<file path="src/hdl/mcg_pkg.sv">
// Shared types, constants and small tables for the month calendar generator.
// Used by mcg_ctrl, mcg_datapath and month_calendar_generator.
`default_nettype none

package mcg_pkg;

    localparam int YEAR_W  = 14;
    localparam int MONTH_W = 4;
    localparam int DAY_W   = 5;
    localparam int WD_W    = 3;
    localparam int Y_W     = 15;   // year + 400 still fits
    localparam int Q_W     = 8;    // y / 100 of y up to year + 400
    localparam int Z_W     = 16;   // Zeller sum before mod 7

    localparam logic [MONTH_W-1:0] MONTH_JAN = 4'd1;
    localparam logic [MONTH_W-1:0] MONTH_FEB = 4'd2;
    localparam logic [MONTH_W-1:0] MONTH_YEAR_SHIFT = 4'd12;

    localparam logic [Y_W-1:0] YEAR_OFFSET = 15'd400;

    // floor(x / 25) = (x * RECIP_25) >> RECIP_SHIFT for x below 7989
    localparam logic [17:0] RECIP_25    = 18'd167773;
    localparam int          RECIP_SHIFT = 22;
    localparam int          PROD_W      = 31;

    localparam logic [Z_W-1:0] WEEK_BIAS = 16'd7000;

    localparam logic [WD_W-1:0] WD_SUNDAY   = 3'd0;
    localparam logic [WD_W-1:0] WD_SATURDAY = 3'd6;

    typedef struct packed {
        logic load;   // capture the input request
        logic div;    // form y / 100
        logic sum;    // form the Zeller sum and month length
        logic fold;   // reduce the sum mod 7
        logic emit;   // load the next day into the output register
    } mcg_cmd_t;

    typedef struct packed {
        logic out_free;  // output register empty or being taken
        logic day_last;  // current day is the last of the month
    } mcg_status_t;

    // floor(13 * (m + 1) / 5)
    function automatic logic [5:0] zeller_month_term(input logic [MONTH_W-1:0] m);
        logic [5:0] t;
        unique case (m)
            4'd0:    t = 6'd2;
            4'd1:    t = 6'd5;
            4'd2:    t = 6'd7;
            4'd3:    t = 6'd10;
            4'd4:    t = 6'd13;
            4'd5:    t = 6'd15;
            4'd6:    t = 6'd18;
            4'd7:    t = 6'd20;
            4'd8:    t = 6'd23;
            4'd9:    t = 6'd26;
            4'd10:   t = 6'd28;
            4'd11:   t = 6'd31;
            4'd12:   t = 6'd33;
            4'd13:   t = 6'd36;
            4'd14:   t = 6'd39;
            default: t = 6'd41;
        endcase
        return t;
    endfunction

    function automatic logic [DAY_W-1:0] month_days(input logic [MONTH_W-1:0] m,
                                                    input logic leap);
        logic [DAY_W-1:0] d;
        unique case (m)
            4'd1, 4'd3, 4'd5, 4'd7, 4'd8, 4'd10, 4'd12: d = 5'd31;
            4'd4, 4'd6, 4'd9, 4'd11:                    d = 5'd30;
            4'd2:    d = leap ? 5'd29 : 5'd28;
            default: d = 5'd30;
        endcase
        return d;
    endfunction

endpackage

`default_nettype wire

</file>
<file path="src/hdl/mcg_ctrl.sv">
// Sequencer for the month calendar generator: setup steps, then one day per cycle while the output is not stalled.
// Depends on mcg_pkg for the command and status structs.
`default_nettype none

module mcg_ctrl
    import mcg_pkg::*;
(
    input  wire logic        clk,
    input  wire logic        rst_n,
    input  wire logic        in_valid,
    output logic             in_ready,
    input  wire mcg_status_t status,
    output mcg_cmd_t         cmd
);

    typedef enum logic [4:0] {
        ST_IDLE = 5'b00001,
        ST_DIV  = 5'b00010,
        ST_SUM  = 5'b00100,
        ST_FOLD = 5'b01000,
        ST_EMIT = 5'b10000
    } state_t;

    state_t state_reg;
    state_t state_next;

    assign in_ready = (state_reg == ST_IDLE);

    always_comb
    begin
        cmd.load = in_ready && in_valid;
        cmd.div  = (state_reg == ST_DIV);
        cmd.sum  = (state_reg == ST_SUM);
        cmd.fold = (state_reg == ST_FOLD);
        cmd.emit = (state_reg == ST_EMIT) && status.out_free;
    end

    always_comb
    begin
        state_next = state_reg;
        unique case (state_reg)
            ST_IDLE:
            begin
                if (cmd.load)
                    state_next = ST_DIV;
            end
            ST_DIV:  state_next = ST_SUM;
            ST_SUM:  state_next = ST_FOLD;
            ST_FOLD: state_next = ST_EMIT;
            ST_EMIT:
            begin
                if (cmd.emit && status.day_last)
                    state_next = ST_IDLE;
            end
            default: state_next = ST_IDLE;
        endcase
    end

    always_ff @(posedge clk or negedge rst_n)
    begin
        if (!rst_n)
            state_reg <= ST_IDLE;
        else
            state_reg <= state_next;
    end

endmodule

`default_nettype wire

</file>
<file path="src/hdl/mcg_datapath.sv">
// Datapath for the month calendar generator: year arithmetic, Zeller sum,
// mod-7 fold, day counter and output register. Depends on mcg_pkg.
`default_nettype none

module mcg_datapath
    import mcg_pkg::*;
(
    input  wire logic                 clk,
    input  wire logic                 rst_n,
    input  wire mcg_cmd_t             cmd,
    output mcg_status_t               status,
    input  wire logic [YEAR_W-1:0]    in_year,
    input  wire logic [MONTH_W-1:0]   in_month,
    input  wire logic [MONTH_W-1:0]   in_today_month,
    input  wire logic [DAY_W-1:0]     in_today_day,
    output logic                      out_valid,
    input  wire logic                 out_ready,
    output logic [DAY_W-1:0]          out_day,
    output logic [WD_W-1:0]           out_weekday,
    output logic                      out_weekend,
    output logic                      out_today,
    output logic                      out_last
);

    logic [Y_W-1:0]     y_reg;
    logic [MONTH_W-1:0] mo_reg;
    logic [MONTH_W-1:0] tm_reg;
    logic [DAY_W-1:0]   td_reg;
    logic [Q_W-1:0]     q100_reg;
    logic [Z_W-1:0]     z_reg;
    logic [DAY_W-1:0]   days_reg;
    logic [DAY_W-1:0]   day_reg;
    logic [WD_W-1:0]    wd_reg;

    logic               out_valid_reg;
    logic [DAY_W-1:0]   out_day_reg;
    logic [WD_W-1:0]    out_wd_reg;
    logic               out_weekend_reg;
    logic               out_today_reg;
    logic               out_last_reg;

    logic               in_jan_feb;
    logic [Y_W-1:0]     y_ext;
    logic [Y_W-1:0]     y_next;
    logic [PROD_W-1:0]  prod;
    logic               mo_jan_feb;
    logic [MONTH_W-1:0] zm;
    logic [Z_W-1:0]     z_next;
    logic [Y_W-1:0]     rem100_full;
    logic [6:0]         rem100;
    logic               leap;
    logic [5:0]         fold1;
    logic [3:0]         fold2;
    logic [WD_W-1:0]    zmod7;
    logic [WD_W-1:0]    wd0;
    logic [WD_W-1:0]    wd_inc;

    // January and February count as months 13 and 14 of the year before
    assign in_jan_feb = (in_month == MONTH_JAN) || (in_month == MONTH_FEB);
    assign y_ext      = {1'b0, in_year} + YEAR_OFFSET;
    assign y_next     = in_jan_feb ? (y_ext - 15'd1) : y_ext;

    // y / 100 = (y / 4) / 25
    assign prod = PROD_W'({5'd0, y_reg[Y_W-1:2]} * {13'd0, RECIP_25});

    assign mo_jan_feb = (mo_reg == MONTH_JAN) || (mo_reg == MONTH_FEB);
    assign zm         = mo_jan_feb ? (mo_reg + MONTH_YEAR_SHIFT) : mo_reg;

    assign z_next = Z_W'(1) + Z_W'(zeller_month_term(zm)) + Z_W'(y_reg)
                  + Z_W'(y_reg[Y_W-1:2]) + Z_W'(q100_reg[Q_W-1:2]) + WEEK_BIAS
                  - Z_W'(q100_reg);

    // For February y is year + 399: leap tests shift by one year
    assign rem100_full = y_reg - ({7'd0, q100_reg} * 15'd100);
    assign rem100      = rem100_full[6:0];
    assign leap = ((y_reg[1:0] == 2'd3) && (rem100 != 7'd99))
               || ((rem100 == 7'd99) && (q100_reg[1:0] == 2'd3));

    // mod 7 by summing octal digits, since 8 is 1 mod 7
    assign fold1 = 6'(z_reg[2:0]) + 6'(z_reg[5:3]) + 6'(z_reg[8:6])
                 + 6'(z_reg[11:9]) + 6'(z_reg[14:12]) + 6'(z_reg[15]);
    assign fold2 = 4'(fold1[2:0]) + 4'(fold1[5:3]);
    assign zmod7 = (fold2 >= 4'd7) ? WD_W'(fold2 - 4'd7) : fold2[WD_W-1:0];
    // Zeller counts from Saturday; shift to Sunday
    assign wd0   = (zmod7 == 3'd0) ? WD_SATURDAY : (zmod7 - 3'd1);

    assign wd_inc = (wd_reg == WD_SATURDAY) ? WD_SUNDAY : (wd_reg + 3'd1);

    assign status.out_free = !out_valid_reg || out_ready;
    assign status.day_last = (day_reg == days_reg);

    always_ff @(posedge clk)
    begin
        if (cmd.load)
        begin
            y_reg  <= y_next;
            mo_reg <= in_month;
            tm_reg <= in_today_month;
            td_reg <= in_today_day;
        end
        if (cmd.div)
            q100_reg <= prod[RECIP_SHIFT+Q_W-1:RECIP_SHIFT];
        if (cmd.sum)
        begin
            z_reg    <= z_next;
            days_reg <= month_days(mo_reg, leap);
        end
        if (cmd.fold)
        begin
            wd_reg  <= wd0;
            day_reg <= 5'd1;
        end
        else if (cmd.emit)
        begin
            wd_reg  <= wd_inc;
            day_reg <= day_reg + 5'd1;
        end
        if (cmd.emit)
        begin
            out_day_reg     <= day_reg;
            out_wd_reg      <= wd_reg;
            out_weekend_reg <= (wd_reg == WD_SUNDAY) || (wd_reg == WD_SATURDAY);
            out_today_reg   <= (mo_reg == tm_reg) && (day_reg == td_reg);
            out_last_reg    <= status.day_last;
        end
    end

    always_ff @(posedge clk or negedge rst_n)
    begin
        if (!rst_n)
            out_valid_reg <= 1'b0;
        else if (cmd.emit)
            out_valid_reg <= 1'b1;
        else if (out_ready)
            out_valid_reg <= 1'b0;
    end

    assign out_valid   = out_valid_reg;
    assign out_day     = out_day_reg;
    assign out_weekday = out_wd_reg;
    assign out_weekend = out_weekend_reg;
    assign out_today   = out_today_reg;
    assign out_last    = out_last_reg;

endmodule

`default_nettype wire

</file>
<file path="src/hdl/month_calendar_generator.sv">
// Month calendar generator: one request in, one result per day of the month out.
// An accepted request steps through three setup steps, DIV, SUM and FOLD, then
// EMIT registers one day result per cycle while the output is not stalled; the
// next request is taken only after the last day of the month is emitted.
// Reset: rst_n asynchronous active low; clears sequencer state and output valid.
// Depends on mcg_pkg, mcg_ctrl and mcg_datapath.
`default_nettype none

module month_calendar_generator
    import mcg_pkg::*;
(
    input  wire logic        clk,
    input  wire logic        rst_n,
    input  wire logic        s_axis_tvalid,
    output logic             s_axis_tready,
    // [13:0] year, [17:14] month, [21:18] today_month, [26:22] today_day, rest zero
    input  wire logic [31:0] s_axis_tdata,
    output logic             m_axis_tvalid,
    input  wire logic        m_axis_tready,
    // [4:0] day_of_month, [7:5] weekday, [8] is_weekend, [9] is_today, rest zero
    output logic [15:0]      m_axis_tdata,
    output logic             m_axis_tlast
);

    mcg_cmd_t         cmd;
    mcg_status_t      status;
    logic [DAY_W-1:0] out_day;
    logic [WD_W-1:0]  out_weekday;
    logic             out_weekend;
    logic             out_today;

    mcg_ctrl u_ctrl (
        .clk      (clk),
        .rst_n    (rst_n),
        .in_valid (s_axis_tvalid),
        .in_ready (s_axis_tready),
        .status   (status),
        .cmd      (cmd)
    );

    mcg_datapath u_datapath (
        .clk            (clk),
        .rst_n          (rst_n),
        .cmd            (cmd),
        .status         (status),
        .in_year        (s_axis_tdata[13:0]),
        .in_month       (s_axis_tdata[17:14]),
        .in_today_month (s_axis_tdata[21:18]),
        .in_today_day   (s_axis_tdata[26:22]),
        .out_valid      (m_axis_tvalid),
        .out_ready      (m_axis_tready),
        .out_day        (out_day),
        .out_weekday    (out_weekday),
        .out_weekend    (out_weekend),
        .out_today      (out_today),
        .out_last       (m_axis_tlast)
    );

    assign m_axis_tdata = {6'd0, out_today, out_weekend, out_weekday, out_day};

`ifndef SYNTH
    // A month never ends before day 28
    a_last_day_range: assert property (@(posedge clk) disable iff (!rst_n)
        m_axis_tvalid && m_axis_tlast |-> m_axis_tdata[4:0] >= 5'd28)
        else $error("month ended before day 28");

    a_weekend_flag: assert property (@(posedge clk) disable iff (!rst_n)
        m_axis_tvalid |-> m_axis_tdata[8] ==
            ((m_axis_tdata[7:5] == WD_SUNDAY) || (m_axis_tdata[7:5] == WD_SATURDAY)))
        else $error("weekend flag disagrees with weekday");

    a_weekday_range: assert property (@(posedge clk) disable iff (!rst_n)
        m_axis_tvalid |-> m_axis_tdata[7:5] <= WD_SATURDAY)
        else $error("weekday out of range");

    // An accepted request holds off the next one while it is worked on
    a_busy_after_accept: assert property (@(posedge clk) disable iff (!rst_n)
        s_axis_tvalid && s_axis_tready |=> !s_axis_tready)
        else $error("request accepted while busy");
`endif

endmodule

`default_nettype wire
</file>
<file path="config.mk">
export PLATFORM = sky130hd
export DESIGN_NAME = month_calendar_generator
export DESIGN_NICKNAME = d
export VERILOG_FILES = /design/src/hdl/mcg_pkg.sv /design/src/hdl/mcg_ctrl.sv /design/src/hdl/mcg_datapath.sv /design/src/hdl/month_calendar_generator.sv
export SDC_FILE = /design/constraint.sdc
export NUM_CORES = 1
export LEC_CHECK = 0
export BUFFER_PORTS_ARGS = -buffer_cell sky130_fd_sc_hd__clkbuf_2
export CORE_MARGIN = 1
export CORE_UTILIZATION = 50
export DETAILED_ROUTE_END_ITERATION = 8
export MAX_ROUTING_LAYER = met4
export PLACE_DENSITY_LB_ADDON = 0.08
export RECOVER_POWER = 100
export SYNTH_ARGS = -nofsm -noshare
export SYNTH_HDL_FRONTEND = slang
export SYNTH_SLANG_ARGS = --single-unit
</file>
<file path="constraint.sdc">
create_clock -name clk -period 7.2 [get_ports clk]
set_input_delay 0.72 -clock clk [delete_from_list [all_inputs] [get_ports clk]]
set_output_delay 0.72 -clock clk [all_outputs]
set_load 0.02 [all_outputs]
</file>
# Yosys cells after proc, flatten, opt, wreduce, memory -nomap -nowiden
# Memories as Yosys holds them, arrays and structs flattened.
# Cells that the tools add are included.
[word_totals]
reg_bits = 82
mem_bits_ro = 96
wordCells = 97
mem_count = 1
[mem_list]
columns = ["memory", "depth", "word_bits", "read_ports", "rd_clocked_by_memory_dff", "wr", "line_no", "text"]
rows = [
  ["(no name shown)", 16, 6, 1, 0, 0, "mcg_pkg.sv:47", "unique case (m)"],
]
[classes]
addsub = 20
mul = 2
magnitude_cmp = 1
eq_ne = 25
muxes = 14
reduce_logical = 18
[ops]
columns = ["op", "n"]
rows = [
  ["$mul 13x18->30 const B", 1],
  ["$pmux 5 s5", 1],
  ["$add 6x3->6", 3],
  ["$add 16x13->16", 1],
  ["$add 16x13->16 const B", 1],
  ["$add 16x6->16", 1],
  ["$add 7x15->16", 1],
  ["$sub 16x8->16", 1],
  ["$add 14x9->15 const B", 1],
  ["$mux 15", 1],
  ["$mux 3", 5],
  ["$sub 15x1->15 const B", 1],
  ["$eq 4x2->1 const B", 3],
  ["$eq 4x4->1 const B", 3],
  ["$eq 5x5->1", 2],
  ["$mux 5", 2],
  ["$pmux 5 s2", 1],
  ["$add 3x3->4", 2],
  ["$eq 4x1->1 const B", 2],
  ["$eq 4x3->1 const B", 2],
  ["$mul 8x5->5 const B", 1],
  ["$add 1x6->7 const A", 1],
  ["$eq 7x7->1 const B", 1],
  ["$ne 7x7->1 const B", 1],
  ["other kinds (26)", 41],
]

# Longest topological paths before layout
[depth]
depth_word = 11
mapped_depth = 21
depth_no_buf = 21

# Hierarchy
# Synthesis repeated with hierarchy kept, for this count alone.
[unflattened]
cells_unflattened = 908
hier_area_um2 = 9521.6
[modules_own_cells]
columns = ["module", "n_inst", "cells_each", "area_per_inst_um2", "seq_area_each_um2"]
rows = [
  ["mcg_datapath", 1, 867, 9147.5, 2167.1],
  ["mcg_ctrl", 1, 32, 310.3, 126.4],
  ["month_calendar_generator", 1, 9, 63.8, 0.0],
]

# Worst setup path after synthesis
# No wires, ideal clock.
[synth_timing]
path_kind = "reg-to-reg"
start = "register u_datapath.mo_reg[1]"
end = "register u_datapath.z_reg[14] (data pin)"
arrival_time_ps = 4942
required_time_ps = 6937
slack_ps = 1995
stages_incl_launch_ff = 21
period_less_slack_ps = 5205
path_cell_list = "edfxtp_1 -> inv_1 -> ha_1 -> o21ai_0 -> nor2_1 -> a21oi_2 -> nand2b_1 -> o22ai_1 -> a21oi_1 -> fa_1 -> fa_1 -> fa_1 -> inv_1 -> ha_1 -> fa_1 -> a21o_1 -> nand3_1 -> a31oi_1 -> a41o_1 -> o41ai_2 -> xnor2_1"
[synth_via]
elab_chain_len = 10
elab_cells_between_ends = 12
cone_classes = "add/sub (7); eq/ne (2); mux (1); reduce/logical (1); memory (1)"
[synth_lines]
columns = ["item", "line_no", "text"]
rows = [
  ["start: declaration", "mcg_datapath.sv:26", "logic [MONTH_W-1:0] mo_reg;"],
  ["start signal: assignment", "mcg_datapath.sv:97", "mo_reg <= in_month;"],
  ["branches (longest 2 deep; another with $add 4x4->4)", "n/a", ""],
  ["$mux 4 *", "mcg_datapath.sv:67", "assign zm = mo_jan_feb ? (mo_reg + MONTH_YEAR_SHIFT) : mo_reg;"],
  ["$mem_v2 16x6 *", "n/a", ""],
  ["$add 1x6->7 *", "mcg_datapath.sv:69", "assign z_next = Z_W'(1) + Z_W'(zeller_month_term(zm)) + Z_W'(y_reg)"],
  ["$add 7x15->16 *", "mcg_datapath.sv:69", ""],
  ["$add 16x13->16 *", "mcg_datapath.sv:70", "+ Z_W'(y_reg[Y_W-1:2]) + Z_W'(q100_reg[Q_W-1:2]) + WEEK_BIAS"],
  ["$add 16x6->16 *", "mcg_datapath.sv:70", ""],
  ["$add 16x13->16 *", "mcg_datapath.sv:70", ""],
  ["$sub 16x8->16 *", "mcg_datapath.sv:71", "- Z_W'(q100_reg);"],
  ["net u_datapath.z_next[14]", "mcg_datapath.sv:48", "logic [Z_W-1:0] z_next;"],
  ["end signal: assignment", "mcg_datapath.sv:105", "z_reg <= z_next;"],
  ["end: declaration", "mcg_datapath.sv:30", "logic [Z_W-1:0] z_reg;"],
]
# Mark *: on every way through the listed nets, which the timed path passes.
# A chain may end at the register's enable or synchronous reset.

# Worst setup path after layout
# Ends and elaborated chain as after synthesis.

==> out/results.tsv <==
metric	value	unit
Final Core Density	55.0	%
final hold viol count	0	
max-cap viol count	0	
num ports	55	
outcome	finished, final reports clean	
ys async rst share	7.59	%
mux contribution to synthesized area	0.869	%
GR Util All Layers	21.0	%
GPL Wtd Cong	0.858	
Top FF cell, synth	edfxtp_1	
post-synth cell types	66	
Slew Limit Fails	0	
H-tree Lvls	3	
slowest library cell on the worst path	a21oi_1	
Post-Synth Adder-Cell Area	43.8	%
Avg Synthesized Cell Area	10.5	sq um
WP data required	7270	ps
post-synth top area cell	fa_1	
total negative slack	0	ps
Synth top cells by count	inv_1, ha_1, fa_1	
CTS tree	yes	
Clk Latency, worst-skew pair	340	ps
top-count cell post-synth	inv_1	
layout cell share with drive strength beyond 1	5.30	%
max_slew headroom	5.54	%
Max Clk Rate	168	MHz
crit path kind	flip-flop to flip-flop	
worst-path fanout max	7	
register area share after synthesis	24.1	%
via count	6018	
Post-synth EDFFs	68	
Hold Path Class	input pin to asynchronous set/reset pin	
total CTS buffers	9	
Synth Area in Simple Gates	8.40	%
RSZ-0062 raised after global routing	false	
CORE AREA	0.0186	sq mm
initial core utilization	51.0	%
Final Critical Period	5960	ps
Ys Warns	0	
setup violators final	0	
max incr delay on CP	540	ps
cells along the critical path	inv_1 -> ha_1 -> o21ai_0 -> nor2_1 -> a21oi_1 -> nand2b_1 -> o22ai_1 -> a21oi_1 -> fa_1 -> fa_1 -> fa_1 -> inv_1 -> ha_1 -> fa_1 -> a21o_1 -> nand3_1 -> a31oi_1 -> a41o_1 -> o41ai_1 -> xnor2_1	
share of the synthesized area in the top cell type	23.0	%
largest family of logic cells by synthesized area	adder cells	
Post-DRT Antenna Nets	0	
Critical Path Start Type	flip-flop	
CP most frequent cell	fa_1	
number of buffers and inverters on the critical path	2	
total gr overflow	0	
Top Family by Delay on Critical Path	adder cells	
antenna cells	0	
die height	140	um
vias in the first global route	6230	
final layout net count	1260	
largest net degree at the start of global routing	29	
clock root cell	clkbuf_16	
wire per inst	14.9	um
Post-CTS Setup Inserts	0	
Bufs on Longest Clock Path	2	
WL final	17800	um
PortBufs	43	
main area contributors after synthesis	fa_1, edfxtp_1, ha_1	
drc violations	0	
Worst-Margin Slew	1420	ps
Hold-fix buffers, CTS	0	
1st-pass router iterations	4	
Tcrit/Tclk final	82.8	%
antenna violations before repair	0	
CTS clk-pin slew, worst paths	70	ps
initial DRC count	218	
Synth Register Bits	79	
Cell Rows	50	
CTS resizes	0	
critical path arrival	6030	ps
vias per std cell	5.03	
CP endpoint kind	flip-flop	
clk sinks	79	
Largest register FFs	16	
Synth Area in XOR/XNOR	6.08	%
die area	0.0196	sq mm
filler cell count	1724	
Clock Skews	7.09	ps
first-pass GRT wire length	30900	um
Post-Syn Area	0.00950	sq mm
chip width	140	um
post-detail-place hpwl	15500	um
Synth Area in Compound Gates	7.35	%
Area Growth Syn to Fin	7.93	%
Post-Syn Instances	902	
[final timing paths]
path                                         endpoint  depth (start not counted)             startpoint  slack [ps]
max in group asynchronous         u_ctrl.state_reg[0]                          1                  rst_n        6640
worst min register to register  u_datapath.out_day[4]                          0  u_datapath.day_reg[4]         540
worst max-delay path             u_datapath.z_reg[14]                         20   u_datapath.mo_reg[1]        1240
worst max register to register   u_datapath.z_reg[14]                         20   u_datapath.mo_reg[1]        1240
min in group clk                u_datapath.out_day[4]                          0  u_datapath.day_reg[4]         540
worst min-delay path             u_datapath.out_valid                          1                  rst_n         250
[placed cells by master (no fill, tap or decap), types with 3 or more instances in the layout]
| cell type | instances |
|---|---|
| or2_2 | 4 |
| dfrtp_1 | 5 |
| conb_1 | 6 |
| o21bai_1 | 3 |
| inv_1 | 219 |
| a211oi_1 | 6 |
| a21oi_1 | 38 |
| and3_1 | 3 |
| and2_1 | 4 |
| xnor2_1 | 45 |
| o21a_1 | 4 |
| o21ai_0 | 18 |
| inv_8 | 3 |
| o22ai_1 | 4 |
| nor4_1 | 5 |
| nand4_1 | 11 |
| nor3b_1 | 6 |
| clkbuf_16 | 10 |
| clkbuf_2 | 25 |
| a31oi_1 | 4 |
| nor2_1 | 32 |
| fa_1 | 109 |
| clkbuf_1 | 22 |
| ha_1 | 158 |
| a21o_1 | 9 |
| mux2i_1 | 6 |
| nand2b_1 | 6 |
| edfxtp_1 | 68 |
| o311ai_0 | 3 |
| nand3_1 | 12 |
| nor3_1 | 14 |
| nor2b_1 | 10 |
| nand2_1 | 25 |
| dfxtp_1 | 5 |
| xor2_1 | 21 |
[kinds of logic after synthesis]
| logic type | after synthesis |
|---|---|
| xor+xnor | 66 |
| compound gates | 107 |
| mux | 7 |
| other cells | 1 |
| fa+ha+maj | 267 |
| simple gates | 146 |
| buf+inv | 229 |
| flops | 79 |
[per-stage QoR]
stage | hold slack, ps | std cells | setup WS [ps] | instance area, sq um
after CTS | 191 | 1196 | 1440 | 10300
after global routing | 275 | 1196 | 736 | 10300
final | 253 | 1196 | 1240 | 10300
after global placement | 533 | 1180 | 1580 | 10000
after detailed placement | 534 | 1180 | 1450 | 10000
after floorplan | 424 | 907 | 2000 | 9520
[routing by layer]
metal | track usage, % | up-vias | routed length [um]
met2 | 32.3 | 64 | 8160
met5 | - | - | 0
met1 | 28.8 | 2862 | 8890
li1 | - | 3070 | -
met4 | 5.96 | 0 | 367
met3 | 3.13 | 22 | 412
[area by class of cell]
| class | count | area [sq um] | area share [%] |
|---|---|---|---|
| clock buffer | 10 | 250 | 2.44 |
| tap | 234 | 293 | 2.85 |
| sequential | 79 | 2290 | 22.4 |
| inverter | 219 | 822 | 8.02 |
| multi-input combinational | 599 | 6290 | 61.4 |
| clock inverter | 6 | 81.3 | 0.793 |
| timing repair buffer | 49 | 223 | 2.17 |
Power is not shown: default switching activity piles up to over one toggle a cycle in this logic, so the estimate is an artifact.
